$ cat config.mk
export PLATFORM = sky130hd
export DESIGN_NAME = cosine_distance_accumulator_top
export DESIGN_NICKNAME = d
export VERILOG_FILES = /design/src/cda_pkg.sv /design/src/cda_datapath.sv /design/src/cda_ctrl.sv /design/src/cosine_distance_accumulator_top.sv
export SDC_FILE = /design/constraint.sdc
export NUM_CORES = 2
export LEC_CHECK = 0
export ABC_AREA = 0
export BUFFER_PORTS_ARGS = -buffer_cell sky130_fd_sc_hd__buf_2
export CELL_PAD_IN_SITES_DETAIL_PLACEMENT = 1
export CELL_PAD_IN_SITES_GLOBAL_PLACEMENT = 2
export CORE_MARGIN = 4
export CORE_UTILIZATION = 36
export DETAILED_ROUTE_END_ITERATION = 10
export GPL_ROUTABILITY_DRIVEN = 0
export GPL_TIMING_DRIVEN = 0
export PLACE_DENSITY = 0.8
export SLEW_MARGIN = 20
export SYNTH_ARGS = -nofsm -noshare
export SYNTH_HDL_FRONTEND = slang
export SYNTH_SLANG_ARGS = --single-unit
$ cat constraint.sdc
create_clock -name clk_i -period 6.8 [get_ports clk_i]
set_input_delay 1.36 -clock clk_i [delete_from_list [all_inputs] [get_ports clk_i]]
set_output_delay 1.36 -clock clk_i [all_outputs]
set_load 0.005 [all_outputs]
$ cat src/cda_pkg.sv
// Shared widths, constants and controller/datapath interface types for the cosine distance block.
`default_nettype none
package cda_pkg;

  localparam int ELEM_W     = 16;
  localparam int DOT_W      = 42;
  localparam int NORM_W     = 41;
  localparam int PROD_W     = 2 * NORM_W;
  localparam int ROOT_W     = NORM_W;
  localparam int REM_W      = ROOT_W + 2;
  localparam int QUO_W      = 17;
  localparam int DIST_W     = 18;
  localparam int MUL_STEPS  = NORM_W;
  localparam int SQRT_STEPS = ROOT_W;
  localparam int DIV_STEPS  = QUO_W;
  localparam int CNT_W      = 6;

  localparam logic [DIST_W-1:0] ONE_Q16  = DIST_W'(65536);
  localparam logic [DIST_W-1:0] DIST_MAX = DIST_W'(131072);

  typedef struct packed {
    logic acc;
    logic snap;
    logic mul_step;
    logic sqrt_step;
    logic div_init;
    logic div_step;
    logic out_load;
  } cmd_t;

  typedef struct packed {
    logic out_free;
  } status_t;

endpackage
`default_nettype wire

$ cat src/cda_datapath.sv
// Datapath: saturating accumulators, shift-add multiplier, bit-serial root, divider, output register.
`default_nettype none
module cda_datapath (
  input  wire logic                                clk_i,
  input  wire logic                                rst_ni,
  input  wire cda_pkg::cmd_t                       cmd_i,
  output cda_pkg::status_t                         status_o,
  input  wire logic signed [cda_pkg::ELEM_W-1:0]   elem_a_i,
  input  wire logic signed [cda_pkg::ELEM_W-1:0]   elem_b_i,
  input  wire logic                                out_ready_i,
  output logic                                     out_valid_o,
  output logic [cda_pkg::DIST_W-1:0]               distance_o,
  output logic                                     zero_norm_o
);

  logic signed [cda_pkg::DOT_W-1:0]   dot_q;
  logic [cda_pkg::NORM_W-1:0]         na_q;
  logic [cda_pkg::NORM_W-1:0]         nb_q;

  logic signed [2*cda_pkg::ELEM_W-1:0] prod_ab;
  logic signed [2*cda_pkg::ELEM_W-1:0] sq_a;
  logic signed [2*cda_pkg::ELEM_W-1:0] sq_b;
  logic signed [cda_pkg::DOT_W:0]      dot_sum;
  logic [cda_pkg::NORM_W:0]            na_sum;
  logic [cda_pkg::NORM_W:0]            nb_sum;
  logic signed [cda_pkg::DOT_W-1:0]    dot_d;
  logic [cda_pkg::NORM_W-1:0]          na_d;
  logic [cda_pkg::NORM_W-1:0]          nb_d;

  logic signed [cda_pkg::DOT_W-1:0]   dotop_q;
  logic [cda_pkg::DOT_W-1:0]          mag_q;
  logic                               neg_q;
  logic [cda_pkg::PROD_W-1:0]         mcand_q;
  logic [cda_pkg::NORM_W-1:0]         mplier_q;
  logic [cda_pkg::PROD_W-1:0]         prod_q;
  logic [cda_pkg::REM_W-1:0]          rem_q;
  logic [cda_pkg::ROOT_W-1:0]         root_q;
  logic [cda_pkg::QUO_W-1:0]          quo_q;
  logic                               sat_q;
  logic                               lsb_q;

  logic                               out_valid_q;
  logic [cda_pkg::DIST_W-1:0]         distance_q;
  logic                               zero_q;

  logic [cda_pkg::DOT_W-1:0]          abs_dot;
  logic [cda_pkg::REM_W-1:0]          rem_sh;
  logic [cda_pkg::REM_W-1:0]          trial;
  logic                               sq_ge;
  logic [cda_pkg::ROOT_W:0]           dsh;
  logic                               d_ge;
  logic [cda_pkg::DIST_W-1:0]         cos_mag;
  logic                               root_zero;
  logic [cda_pkg::DIST_W-1:0]         dist_d;

  // accumulate with saturation
  always_comb begin
    prod_ab = elem_a_i * elem_b_i;
    sq_a    = elem_a_i * elem_a_i;
    sq_b    = elem_b_i * elem_b_i;
    dot_sum = {dot_q[cda_pkg::DOT_W-1], dot_q} + (cda_pkg::DOT_W+1)'(prod_ab);
    na_sum  = {1'b0, na_q} + (cda_pkg::NORM_W+1)'(sq_a[2*cda_pkg::ELEM_W-2:0]);
    nb_sum  = {1'b0, nb_q} + (cda_pkg::NORM_W+1)'(sq_b[2*cda_pkg::ELEM_W-2:0]);
    if (dot_sum[cda_pkg::DOT_W] != dot_sum[cda_pkg::DOT_W-1]) begin
      dot_d = dot_sum[cda_pkg::DOT_W] ? {1'b1, {(cda_pkg::DOT_W-1){1'b0}}}
                                      : {1'b0, {(cda_pkg::DOT_W-1){1'b1}}};
    end else begin
      dot_d = dot_sum[cda_pkg::DOT_W-1:0];
    end
    na_d = na_sum[cda_pkg::NORM_W] ? {cda_pkg::NORM_W{1'b1}} : na_sum[cda_pkg::NORM_W-1:0];
    nb_d = nb_sum[cda_pkg::NORM_W] ? {cda_pkg::NORM_W{1'b1}} : nb_sum[cda_pkg::NORM_W-1:0];
  end

  always_ff @(posedge clk_i or negedge rst_ni) begin
    if (!rst_ni) begin
      dot_q <= '0;
      na_q  <= '0;
      nb_q  <= '0;
    end else if (cmd_i.acc) begin
      if (cmd_i.snap) begin
        dot_q <= '0;
        na_q  <= '0;
        nb_q  <= '0;
      end else begin
        dot_q <= dot_d;
        na_q  <= na_d;
        nb_q  <= nb_d;
      end
    end
  end

  always_comb begin
    abs_dot = dotop_q[cda_pkg::DOT_W-1] ? cda_pkg::DOT_W'(-dotop_q) : dotop_q;
    rem_sh  = {rem_q[cda_pkg::REM_W-3:0], prod_q[cda_pkg::PROD_W-1 -: 2]};
    trial   = {root_q, 2'b01};
    sq_ge   = rem_sh >= trial;
    dsh     = {rem_q[cda_pkg::ROOT_W-1:0], lsb_q};
    d_ge    = dsh >= {1'b0, root_q};
  end

  // multiply, root and divide share the work registers
  always_ff @(posedge clk_i) begin
    if (cmd_i.snap) begin
      dotop_q  <= dot_d;
      mcand_q  <= cda_pkg::PROD_W'(na_d);
      mplier_q <= nb_d;
      prod_q   <= '0;
      rem_q    <= '0;
      root_q   <= '0;
    end
    if (cmd_i.mul_step) begin
      if (mplier_q[0]) begin
        prod_q <= prod_q + mcand_q;
      end
      mcand_q  <= {mcand_q[cda_pkg::PROD_W-2:0], 1'b0};
      mplier_q <= {1'b0, mplier_q[cda_pkg::NORM_W-1:1]};
      mag_q    <= abs_dot;
      neg_q    <= dotop_q[cda_pkg::DOT_W-1];
    end
    if (cmd_i.sqrt_step) begin
      rem_q  <= sq_ge ? rem_sh - trial : rem_sh;
      root_q <= {root_q[cda_pkg::ROOT_W-2:0], sq_ge};
      prod_q <= {prod_q[cda_pkg::PROD_W-3:0], 2'b00};
    end
    if (cmd_i.div_init) begin
      sat_q <= mag_q >= {root_q, 1'b0};
      rem_q <= cda_pkg::REM_W'(mag_q[cda_pkg::DOT_W-1:1]);
      lsb_q <= mag_q[0];
      quo_q <= '0;
    end
    if (cmd_i.div_step) begin
      rem_q <= cda_pkg::REM_W'(d_ge ? dsh - {1'b0, root_q} : dsh);
      quo_q <= {quo_q[cda_pkg::QUO_W-2:0], d_ge};
      lsb_q <= 1'b0;
    end
  end

  always_comb begin
    root_zero = root_q == '0;
    if (sat_q || ({1'b0, quo_q} > cda_pkg::ONE_Q16)) begin
      cos_mag = cda_pkg::ONE_Q16;
    end else begin
      cos_mag = {1'b0, quo_q};
    end
    if (root_zero) begin
      dist_d = cda_pkg::ONE_Q16;
    end else if (neg_q) begin
      dist_d = cda_pkg::ONE_Q16 + cos_mag;
    end else begin
      dist_d = cda_pkg::ONE_Q16 - cos_mag;
    end
  end

  assign status_o.out_free = !out_valid_q || out_ready_i;

  always_ff @(posedge clk_i or negedge rst_ni) begin
    if (!rst_ni) begin
      out_valid_q <= 1'b0;
    end else if (cmd_i.out_load) begin
      out_valid_q <= 1'b1;
    end else if (out_ready_i) begin
      out_valid_q <= 1'b0;
    end
  end

  always_ff @(posedge clk_i) begin
    if (cmd_i.out_load) begin
      distance_q <= dist_d;
      zero_q     <= root_zero;
    end
  end

  assign out_valid_o = out_valid_q;
  assign distance_o  = distance_q;
  assign zero_norm_o = zero_q;

`ifndef SYNTHESIS
  a_acc_clear: assert property (@(posedge clk_i) disable iff (!rst_ni)
    cmd_i.snap |=> (dot_q == '0) && (na_q == '0) && (nb_q == '0))
    else $error("accumulators not cleared after last transfer");
  a_dist_range: assert property (@(posedge clk_i) disable iff (!rst_ni)
    out_valid_q |-> distance_q <= cda_pkg::DIST_MAX)
    else $error("distance out of range");
  a_zero_one: assert property (@(posedge clk_i) disable iff (!rst_ni)
    (out_valid_q && zero_q) |-> distance_q == cda_pkg::ONE_Q16)
    else $error("zero norm result not 1.0");
`endif

endmodule
`default_nettype wire

$ cat src/cda_ctrl.sv
// Controller: sequences accumulate, multiply, root, divide and output load.
`default_nettype none
module cda_ctrl (
  input  wire logic              clk_i,
  input  wire logic              rst_ni,
  input  wire logic              in_valid_i,
  input  wire logic              last_i,
  output logic                   in_ready_o,
  input  wire cda_pkg::status_t  status_i,
  output cda_pkg::cmd_t          cmd_o
);

  localparam logic [2:0] S_ACC   = 3'd0;
  localparam logic [2:0] S_MUL   = 3'd1;
  localparam logic [2:0] S_SQRT  = 3'd2;
  localparam logic [2:0] S_DINIT = 3'd3;
  localparam logic [2:0] S_DIV   = 3'd4;
  localparam logic [2:0] S_OUT   = 3'd5;

  localparam logic [cda_pkg::CNT_W-1:0] MUL_LAST  = cda_pkg::CNT_W'(cda_pkg::MUL_STEPS - 1);
  localparam logic [cda_pkg::CNT_W-1:0] SQRT_LAST = cda_pkg::CNT_W'(cda_pkg::SQRT_STEPS - 1);
  localparam logic [cda_pkg::CNT_W-1:0] DIV_LAST  = cda_pkg::CNT_W'(cda_pkg::DIV_STEPS - 1);

  logic [2:0]                 state_q, state_d;
  logic [cda_pkg::CNT_W-1:0]  cnt_q, cnt_d;

  always_comb begin
    state_d    = state_q;
    cnt_d      = cnt_q;
    cmd_o      = '0;
    in_ready_o = 1'b0;
    case (state_q)
      S_ACC: begin
        in_ready_o = 1'b1;
        cmd_o.acc  = in_valid_i;
        cmd_o.snap = in_valid_i && last_i;
        if (in_valid_i && last_i) begin
          state_d = S_MUL;
          cnt_d   = '0;
        end
      end
      S_MUL: begin
        cmd_o.mul_step = 1'b1;
        if (cnt_q == MUL_LAST) begin
          state_d = S_SQRT;
          cnt_d   = '0;
        end else begin
          cnt_d = cnt_q + 1'b1;
        end
      end
      S_SQRT: begin
        cmd_o.sqrt_step = 1'b1;
        if (cnt_q == SQRT_LAST) begin
          state_d = S_DINIT;
          cnt_d   = '0;
        end else begin
          cnt_d = cnt_q + 1'b1;
        end
      end
      S_DINIT: begin
        cmd_o.div_init = 1'b1;
        state_d        = S_DIV;
        cnt_d          = '0;
      end
      S_DIV: begin
        cmd_o.div_step = 1'b1;
        if (cnt_q == DIV_LAST) begin
          state_d = S_OUT;
          cnt_d   = '0;
        end else begin
          cnt_d = cnt_q + 1'b1;
        end
      end
      S_OUT: begin
        cmd_o.out_load = status_i.out_free;
        if (status_i.out_free) begin
          state_d = S_ACC;
        end
      end
      default: begin
        state_d = S_ACC;
        cnt_d   = '0;
      end
    endcase
  end

  always_ff @(posedge clk_i or negedge rst_ni) begin
    if (!rst_ni) begin
      state_q <= S_ACC;
      cnt_q   <= '0;
    end else begin
      state_q <= state_d;
      cnt_q   <= cnt_d;
    end
  end

`ifndef SYNTHESIS
  a_cmd_excl: assert property (@(posedge clk_i) disable iff (!rst_ni)
    $onehot0({cmd_o.acc, cmd_o.mul_step, cmd_o.sqrt_step, cmd_o.div_init,
              cmd_o.div_step, cmd_o.out_load}))
    else $error("overlapping datapath commands");
  a_snap_mul: assert property (@(posedge clk_i) disable iff (!rst_ni)
    cmd_o.snap |=> (state_q == S_MUL) && (cnt_q == '0))
    else $error("last transfer did not start multiply");
  a_cnt_bound: assert property (@(posedge clk_i) disable iff (!rst_ni)
    (state_q == S_MUL || state_q == S_SQRT) |-> cnt_q <= MUL_LAST)
    else $error("step counter overran");
`endif

endmodule
`default_nettype wire

$ cat src/cosine_distance_accumulator_top.sv
// Top level of the streaming cosine distance accumulator.
//
// Input channel (in_valid_i/in_ready_o): one signed Q1.15 component pair per
// transfer; last_i marks the final pair of the two vectors. Pairs that are not
// last are taken one per cycle and only update the dot product and both squared
// norms, which saturate at their 42/41-bit limits.
// A last pair closes the vectors: the controller runs a shift-add multiply of the
// norms, a one-bit-per-cycle square root, a divider setup step and a restoring
// divide, then loads the output register.
// Input ready stays low from the last transfer until the output register is
// loaded, so no new pair is taken while a result is computed. distance_o is
// 1 - cosine in unsigned Q2.16; zero_norm_o flags a vector of zero norm
// (distance then 1.0).
// Output channel (out_valid_o/out_ready_i): one result held in a register.
// Accumulation of the next vectors continues while it waits; if it is still
// not taken when the next result is done, the block holds in that state.
// Reset (rst_ni low, asynchronous) clears the accumulators, the controller and
// the output valid.
`default_nettype none
module cosine_distance_accumulator_top (
  input  wire logic                               clk_i,
  input  wire logic                               rst_ni,
  input  wire logic                               in_valid_i,
  output logic                                    in_ready_o,
  input  wire logic signed [cda_pkg::ELEM_W-1:0]  elem_a_i,
  input  wire logic signed [cda_pkg::ELEM_W-1:0]  elem_b_i,
  input  wire logic                               last_i,
  output logic                                    out_valid_o,
  input  wire logic                               out_ready_i,
  output logic [cda_pkg::DIST_W-1:0]              distance_o,
  output logic                                    zero_norm_o
);

  cda_pkg::cmd_t    cmd;
  cda_pkg::status_t status;

  cda_ctrl u_ctrl (
    .clk_i      (clk_i),
    .rst_ni     (rst_ni),
    .in_valid_i (in_valid_i),
    .last_i     (last_i),
    .in_ready_o (in_ready_o),
    .status_i   (status),
    .cmd_o      (cmd)
  );

  cda_datapath u_datapath (
    .clk_i       (clk_i),
    .rst_ni      (rst_ni),
    .cmd_i       (cmd),
    .status_o    (status),
    .elem_a_i    (elem_a_i),
    .elem_b_i    (elem_b_i),
    .out_ready_i (out_ready_i),
    .out_valid_o (out_valid_o),
    .distance_o  (distance_o),
    .zero_norm_o (zero_norm_o)
  );

endmodule
`default_nettype wire

# Yosys cells after proc, flatten, opt, wreduce, memory -nomap -nowiden
# Cells that the tools add are included.
[totals] register_bits=544 out_inout_bits=21
[classes] reduce_logical=14 multipliers=3 order_cmp=4 addsub=10 n_eq_ne=13 bitwise_logic=1 muxes=47
[ops] cell="$mux 41" n=13
[ops] cell="$mux 82" n=6
[ops] cell="$mux 42" n=3
[ops] cell="$add 41x31->42" n=2
[ops] cell="$add 82x82->82" n=1
[ops] cell="$sub 41x41->41" n=2
[ops] cell="$mux 40" n=2
[ops] cell="$mul 16x16->31" n=2
[ops] cell="$mux 17" n=3
[ops] cell="$add 42x32->43" n=1
[ops] cell="$ge 43x43->1" n=1
[ops] cell="$ge 42x41->1" n=1
[ops] cell="$ge 42x42->1" n=1
[ops] cell="$neg 42->42" n=1
[ops] cell="$logic_not 41->1" n=1
[ops] cell="$mul 16x16->32" n=1
[ops] cell="$pmux 6 s4" n=1
[ops] cell="$add 17x17->18 const A" n=1
[ops] cell="$mux 18" n=1
[ops] cell="$mux 6" n=3
[ops] cell="$pmux 3 s6" n=1
[ops] cell="$sub 17x17->18 const A" n=1
[ops] cell="$gt 17x17->1 const B" n=1
[ops] cell="$mux 3" n=5
[ops] cell="other kinds (20)" n=37

# Depth between registers and ports, before layout
[logic_depth] ltp_word=6 ltp_mapped=41

# Modules after synthesis
# A second synthesis with hierarchy kept.
[unflattened] hier_cells=7237 hier_area_um2=66608.9
[modules_own_cells] module="cda_datapath" area_each_um2=65942.0 cells_per_inst=7162 n_inst=1 seq_area_each_um2=14589.0
[modules_own_cells] module="cda_ctrl" area_each_um2=666.9 cells_per_inst=75 n_inst=1 seq_area_each_um2=225.2

# Worst setup path after synthesis
# OpenSTA, ideal clock, no wires.
[synth_timing] path_kind="input port to flip-flop" startpoint="input elem_b_i[8] (netlist bit)" endpoint="register u_datapath.mplier_q[11] (netlist bit), data pin" slack_ps=-2943 arrival_ps=9469 n_path_buf=3 cell_stages=34 required_ps=6526 path_cell_list="clkbuf_1 -> clkbuf_1 -> nand2_1 -> fa_1 -> fa_1 -> fa_1 -> inv_1 -> fa_1 -> fa_1 -> inv_1 -> fa_1 -> inv_1 -> ha_1 -> and4_1 -> a21oi_1 -> nand2_1 -> a31oi_1 -> o21ai_0 -> o31a_1 -> or4b_2 -> and3_1 -> nor3_1 -> nor2_1 -> a21oi_1 -> ha_1 -> a21oi_1 -> o21ai_0 -> a21oi_1 -> nor2_1 -> nor2_1 -> o22ai_1 -> nand3_1 -> clkbuf_1 -> a31oi_1"
[synth_via] elab_chain_cells=5
[synth_lines] item="start, declared" line_no="cosine_distance_accumulator_top.sv:26" text="input wire logic signed [cda_pkg::ELEM_W-1:0] elem_b_i,"
[synth_lines] item="$mul 16x16->31" line_no="cda_datapath.sv:60" text="sq_b = elem_b_i * elem_b_i;"
[synth_lines] item="$add 41x31->42" line_no="cda_datapath.sv:63" text="nb_sum = {1'b0, nb_q} + (cda_pkg::NORM_W+1)'(sq_b[2*cda_pkg::ELEM_W-2:0]);"
[synth_lines] item="$mux 41" line_no="cda_datapath.sv:71" text="nb_d = nb_sum[cda_pkg::NORM_W] ? {cda_pkg::NORM_W{1'b1}} : nb_sum[cda_pkg::NORM_W-1:0];"
[synth_lines] item="$mux 40" line_no="cda_datapath.sv:103" text="if (cmd_i.snap) begin"
[synth_lines] item="$mux 40" line_no="cda_datapath.sv:111" text="if (cmd_i.mul_step) begin"
[synth_lines] item="end signal, assigned" line_no="cda_datapath.sv:106" text="mplier_q <= nb_d;"
[synth_lines] item="end signal, assigned" line_no="cda_datapath.sv:116" text="mplier_q <= {1'b0, mplier_q[cda_pkg::NORM_W-1:1]};"
[synth_lines] item="end, declared" line_no="cda_datapath.sv:34" text="logic [cda_pkg::NORM_W-1:0] mplier_q;"
# No other way between the ends. The select of a mux whose other input is x is not followed.
# A chain may end at the register's enable or synchronous reset.

# Final worst setup path
[layout_timing] startpoint="input elem_a_i[3] (netlist bit)" endpoint="register u_datapath.mcand_q[24] (netlist bit), data pin"
[layout_via] elab_chain_cells=5
[layout_lines] item="start, declared" line_no="cosine_distance_accumulator_top.sv:25" text="input wire logic signed [cda_pkg::ELEM_W-1:0] elem_a_i,"
[layout_lines] item="$mul 16x16->31" line_no="cda_datapath.sv:59" text="sq_a = elem_a_i * elem_a_i;"
[layout_lines] item="$add 41x31->42" line_no="cda_datapath.sv:62" text="na_sum = {1'b0, na_q} + (cda_pkg::NORM_W+1)'(sq_a[2*cda_pkg::ELEM_W-2:0]);"
[layout_lines] item="$mux 41" line_no="cda_datapath.sv:70" text="na_d = na_sum[cda_pkg::NORM_W] ? {cda_pkg::NORM_W{1'b1}} : na_sum[cda_pkg::NORM_W-1:0];"
[layout_lines] item="$mux 82" line_no="cda_datapath.sv:103"
[layout_lines] item="$mux 82" line_no="cda_datapath.sv:111"
[layout_lines] item="end signal, assigned" line_no="cda_datapath.sv:105" text="mcand_q <= cda_pkg::PROD_W'(na_d);"
[layout_lines] item="end signal, assigned" line_no="cda_datapath.sv:115" text="mcand_q <= {mcand_q[cda_pkg::PROD_W-2:0], 1'b0};"
[layout_lines] item="end, declared" line_no="cda_datapath.sv:33" text="logic [cda_pkg::PROD_W-1:0] mcand_q;"
# No other way between the ends. The select of a mux whose other input is x is not followed.

==> out/results.tsv <==
stage	metric	value	unit
outcome	status	complete, but fails checks	
outcome	failing checks	negative setup slack	
setup_path	top cell family by delay on the critical path	adder cells	
clocking	clk buf depth	3	
global_route	overall routing resource usage	23.3	%
route	drt initial violations	3411	
sta	final period utilization	135	%
floorplanning	row count	156	
yosys	top_reg_cell synth	edfxtp_1	
yosys	largest family of logic cells by synthesized area	adder cells	
clocking	total CTS buffers	61	
setup_path	Startpoint Class	input pin	
sta	worst setup margin	-2380	ps
sta	RSZ-0062 raised after global routing	yes	
job	maxcap violations	0	
setup_path	WP data required	7180	ps
floorplanning	CORE AREA	181000	um^2
yosys	mux cell area share after synthesis	0.636	%
setup_path	Critical R2R Capture	u_datapath.dot_q[39]	
placement	post-DP HPWL	178	mm
route	DRT antenna net count	0	
yosys	post-synth top area cell	fa_1	
yosys	top cell type's share of synthesized area	24.5	%
clocking	Root Buffer Master	clkbuf_16	
yosys	post-synthesis sequential element count	544	
setup_path	Crit. End Element	register	
yosys	sequential fraction of the synthesis area	22.5	%
sta	endpoints failing setup	248	
route	final WL	226	mm
sta	Worst-Margin Slew	1380	ps
floorplanning	Initial Util	36.3	%
setup_path	slowest stage delay, CP	550	ps
setup_path	crit-path max FO	8	
global_route	first-pass GRT wire length	348	mm
floorplanning	I/O Pins	58	
yosys	synthesized area	65700	um^2
clocking	clk sinks	544	
floorplanning	chip width	435	um
route	met2 routed WL	109	mm
min_path	Hold Path Class	register to register	
min_path	hold endpoint	u_datapath.mplier_q[40]	
route	DR top layer	met4	
route	metal3 WL	10.0	mm
cells_and_area	fillers	20500	
placement	IO Port Bufs	52	
global_route	grt total ovfl	0	
yosys	Post-Synth Adder-Cell Area	35.9	%
yosys	Net Count, Synth	8560	
sta	relative slew slack	7.74	%
yosys	YS warnings	0	
route	detailed-route DRC error count	0	
setup_path	FF-to-FF path depth	24	
yosys	syn_area_per_cell	9.20	um^2
route	routed length per placed instance	22.8	um
setup_path	flop-to-flop setup slack	370	ps
cells_and_area	Nets	8883	
route	wl on met1	99.5	mm
sta	max frequency	0.109	GHz
clocking	CTS tree	built	
floorplanning	die area	189000	um^2
cells_and_area	fraction of layout cells with a size suffix above 1	14.0	%
global_route	largest net degree at the start of global routing	85	
yosys	largest cells by area after synthesis	fa_1, edfxtp_1, ha_1	
sta	Fin. Hold Viols	0	
route	vias per cell	5.43	
min_path	hold-critical path depth	2	
floorplanning	Vert. Die Dim	435	um
yosys	complex-gate fraction of the synthesized area	14.6	%
sta	fin crit period	9180	ps
global_route	vias in the first global route	58500	
setup_path	CP Class	input pin to register	
clocking	clock-pin slew on the worst setup and hold paths	70	ps
clocking	later-pin clock latency in the skew report	670	ps
clocking	H-tree depth	2	
yosys	Post-Syn Instances	7145	
cells_and_area	Synth-to-Final Area Change	18.6	%
setup_path	CP most frequent cell	fa_1	
setup_path	slowest stage cell, crit path	fa_1	
setup_path	Buffers & Inverters on Critical Path	12	
yosys	Synth Area in Simple Gates	13.5	%
setup_path	worst reg2reg startpoint	u_datapath.dot_q[9]	
yosys	Post-synth ARST share	24.6	%
yosys	top post-synthesis cells by count	inv_1, fa_1, nand2_1	
placement	DP Area	70400	um^2
cells_and_area	Final Core Density	43.0	%
setup_path	critical path arrival	9560	ps
sta	final-report max-slew violation count	0	
yosys	EDFF count, synth	325	
route	DR pass1 iterations	5	
route	DR vias	53800	
yosys	XOR/XNOR share of the synthesized area	5.09	%
yosys	most numerous cell in the Yosys netlist	inv_1	
global_route	initial antenna violation count	3	
yosys	count of different cell masters after synthesis	81	
sta	clock skew	49.9	ps
min_path	HP Start	u_datapath.mplier_q[40]	
cells_and_area	Final Cell Area	77900	um^2
-- worst register-to-register path, stage by stage (launching register included) --
cell	delay [ps]
dfrtp_1	430
ha_1	340
fa_1	520
inv_1	60
fa_1	500
inv_1	50
fa_1	550
fa_1	420
ha_1	340
o21a_1	140
o2111ai_1	180
o21ai_1	100
or2_2	320
a2111oi_4	370
o41a_1	220
buf_6	130
o41ai_4	70
nand3_1	110
and3_4	220
mux2i_4	360
inv_2	140
nor3_4	330
buf_6	180
clkbuf_16	150
a221o_1	130
-- how the worst max path moves through the flow --
| stage | startpoint | end | slack [ps] | depth (start not counted) |
|---|---|---|---|---|
| after global placement | elem_b_i[1] | u_datapath.mplier_q[0] | -4910 | 37 |
| after CTS | elem_a_i[8] | u_datapath.mcand_q[31] | -2300 | 41 |
| after global routing | elem_a_i[8] | u_datapath.mcand_q[24] | -2620 | 42 |
| final | elem_a_i[3] | u_datapath.mcand_q[24] | -2380 | 42 |
| after floorplan | elem_b_i[3] | u_datapath.mplier_q[38] | -2120 | 36 |
| after detailed placement | elem_b_i[1] | u_datapath.mplier_q[0] | -5050 | 37 |
-- timing repair --
item                                   4_1_cts  5_1_grt
pin swaps                                  125      150
gates cloned                                 7        5
gates resized for setup                    485      361
hold buffers                                 0        0
endpoints found under the hold margin        0        0
setup buffers                              116       88
setup endpoints to repair                  248      248
-- per-stage QoR --
step | hold WS [ps] | worst slack (ps) | setup TNS, ps | cells
floorplan | 434 | -2120 | -410100 | 7145
global placement | 449 | -4910 | -1249370 | 9567
detailed placement | 461 | -5050 | -976600 | 9576
CTS | 473 | -2300 | -465970 | 9813
global route | 487 | -2620 | -527150 | 9891
finish | 465 | -2380 | -467580 | 9892
-- layer usage --
| layer | global-route usage, % | vias up |
|---|---|---|
| met5 | 0 | - |
| met2 | 39.8 | 1197 |
| met1 | 31.3 | 27700 |
| met4 | 6.64 | 0 |
| met3 | 2.36 | 308 |
| li1 | - | 24500 |
-- registers in the layout, indices dropped and copies added (netlist names), 3 cells and up --
name                   flops
u_ctrl.cnt_q               6
u_ctrl.state_q             3
u_datapath.distance_o     18
u_datapath.dot_q          42
u_datapath.dotop_q        42
u_datapath.mag_q          42
u_datapath.mcand_q        82
u_datapath.mplier_q       41
u_datapath.na_q           41
u_datapath.nb_q           41
u_datapath.prod_q         82
u_datapath.quo_q          17
u_datapath.rem_q          41
u_datapath.root_q         41
-- layout make-up --
| cell class | instances | area, um^2 | share of cell area [%] |
|---|---|---|---|
| Clock buffer | 78 | 1760 | 2.25 |
| Inverter | 1071 | 4100 | 5.26 |
| Antenna cell | 1 | 2.50 | 0.00321 |
| Clock inverter | 38 | 383 | 0.491 |
| Buffer | 285 | 2490 | 3.19 |
| Timing Repair Buffer | 268 | 2590 | 3.32 |
| Tap cell | 2370 | 2970 | 3.81 |
| Timing Repair inverter | 1 | 7.51 | 0.00963 |
| Multi-Input combinational cell | 5236 | 48800 | 62.7 |
| Sequential cell | 544 | 14800 | 19.0 |
-- placed cells by master, fill, tap and decap left out, drive strengths merged, types with 17 or more instances in the layout --
| master | n |
|---|---|
| a211oi | 78 |
| a21o | 197 |
| a21oi | 411 |
| a221o | 41 |
| a221oi | 34 |
| a31oi | 58 |
| and2 | 180 |
| and3 | 77 |
| and4 | 17 |
| buf | 299 |
| clkbuf | 332 |
| clkinv | 27 |
| clkinvlp | 17 |
| dfrtp | 134 |
| dfxtp | 85 |
| edfxtp | 325 |
| fa | 804 |
| ha | 574 |
| inv | 1060 |
| maj3 | 30 |
| mux2i | 35 |
| nand2 | 675 |
| nand2b | 72 |
| nand3 | 79 |
| nand4 | 51 |
| nor2 | 531 |
| nor2b | 63 |
| nor3 | 60 |
| nor4 | 20 |
| o211ai | 33 |
| o21a | 44 |
| o21ai | 359 |
| o21bai | 50 |
| o22ai | 24 |
| o31ai | 29 |
| or3 | 22 |
| xnor2 | 260 |
| xor2 | 122 |
-- logic make-up (layout without fill, tap and decap cells) --
logic type | count (synthesis) | count (layout)
fa+ha+maj | 1408 | 1408
other cells | 0 | 1
flops | 544 | 544
buf+inv | 1366 | 1741
simple gates | 1904 | 1905
compound gates | 1500 | 1500
xor+xnor | 382 | 382
mux | 41 | 41
Power is not shown: default switching activity piles up to over one toggle a cycle in this logic, so the estimate is an artifact.
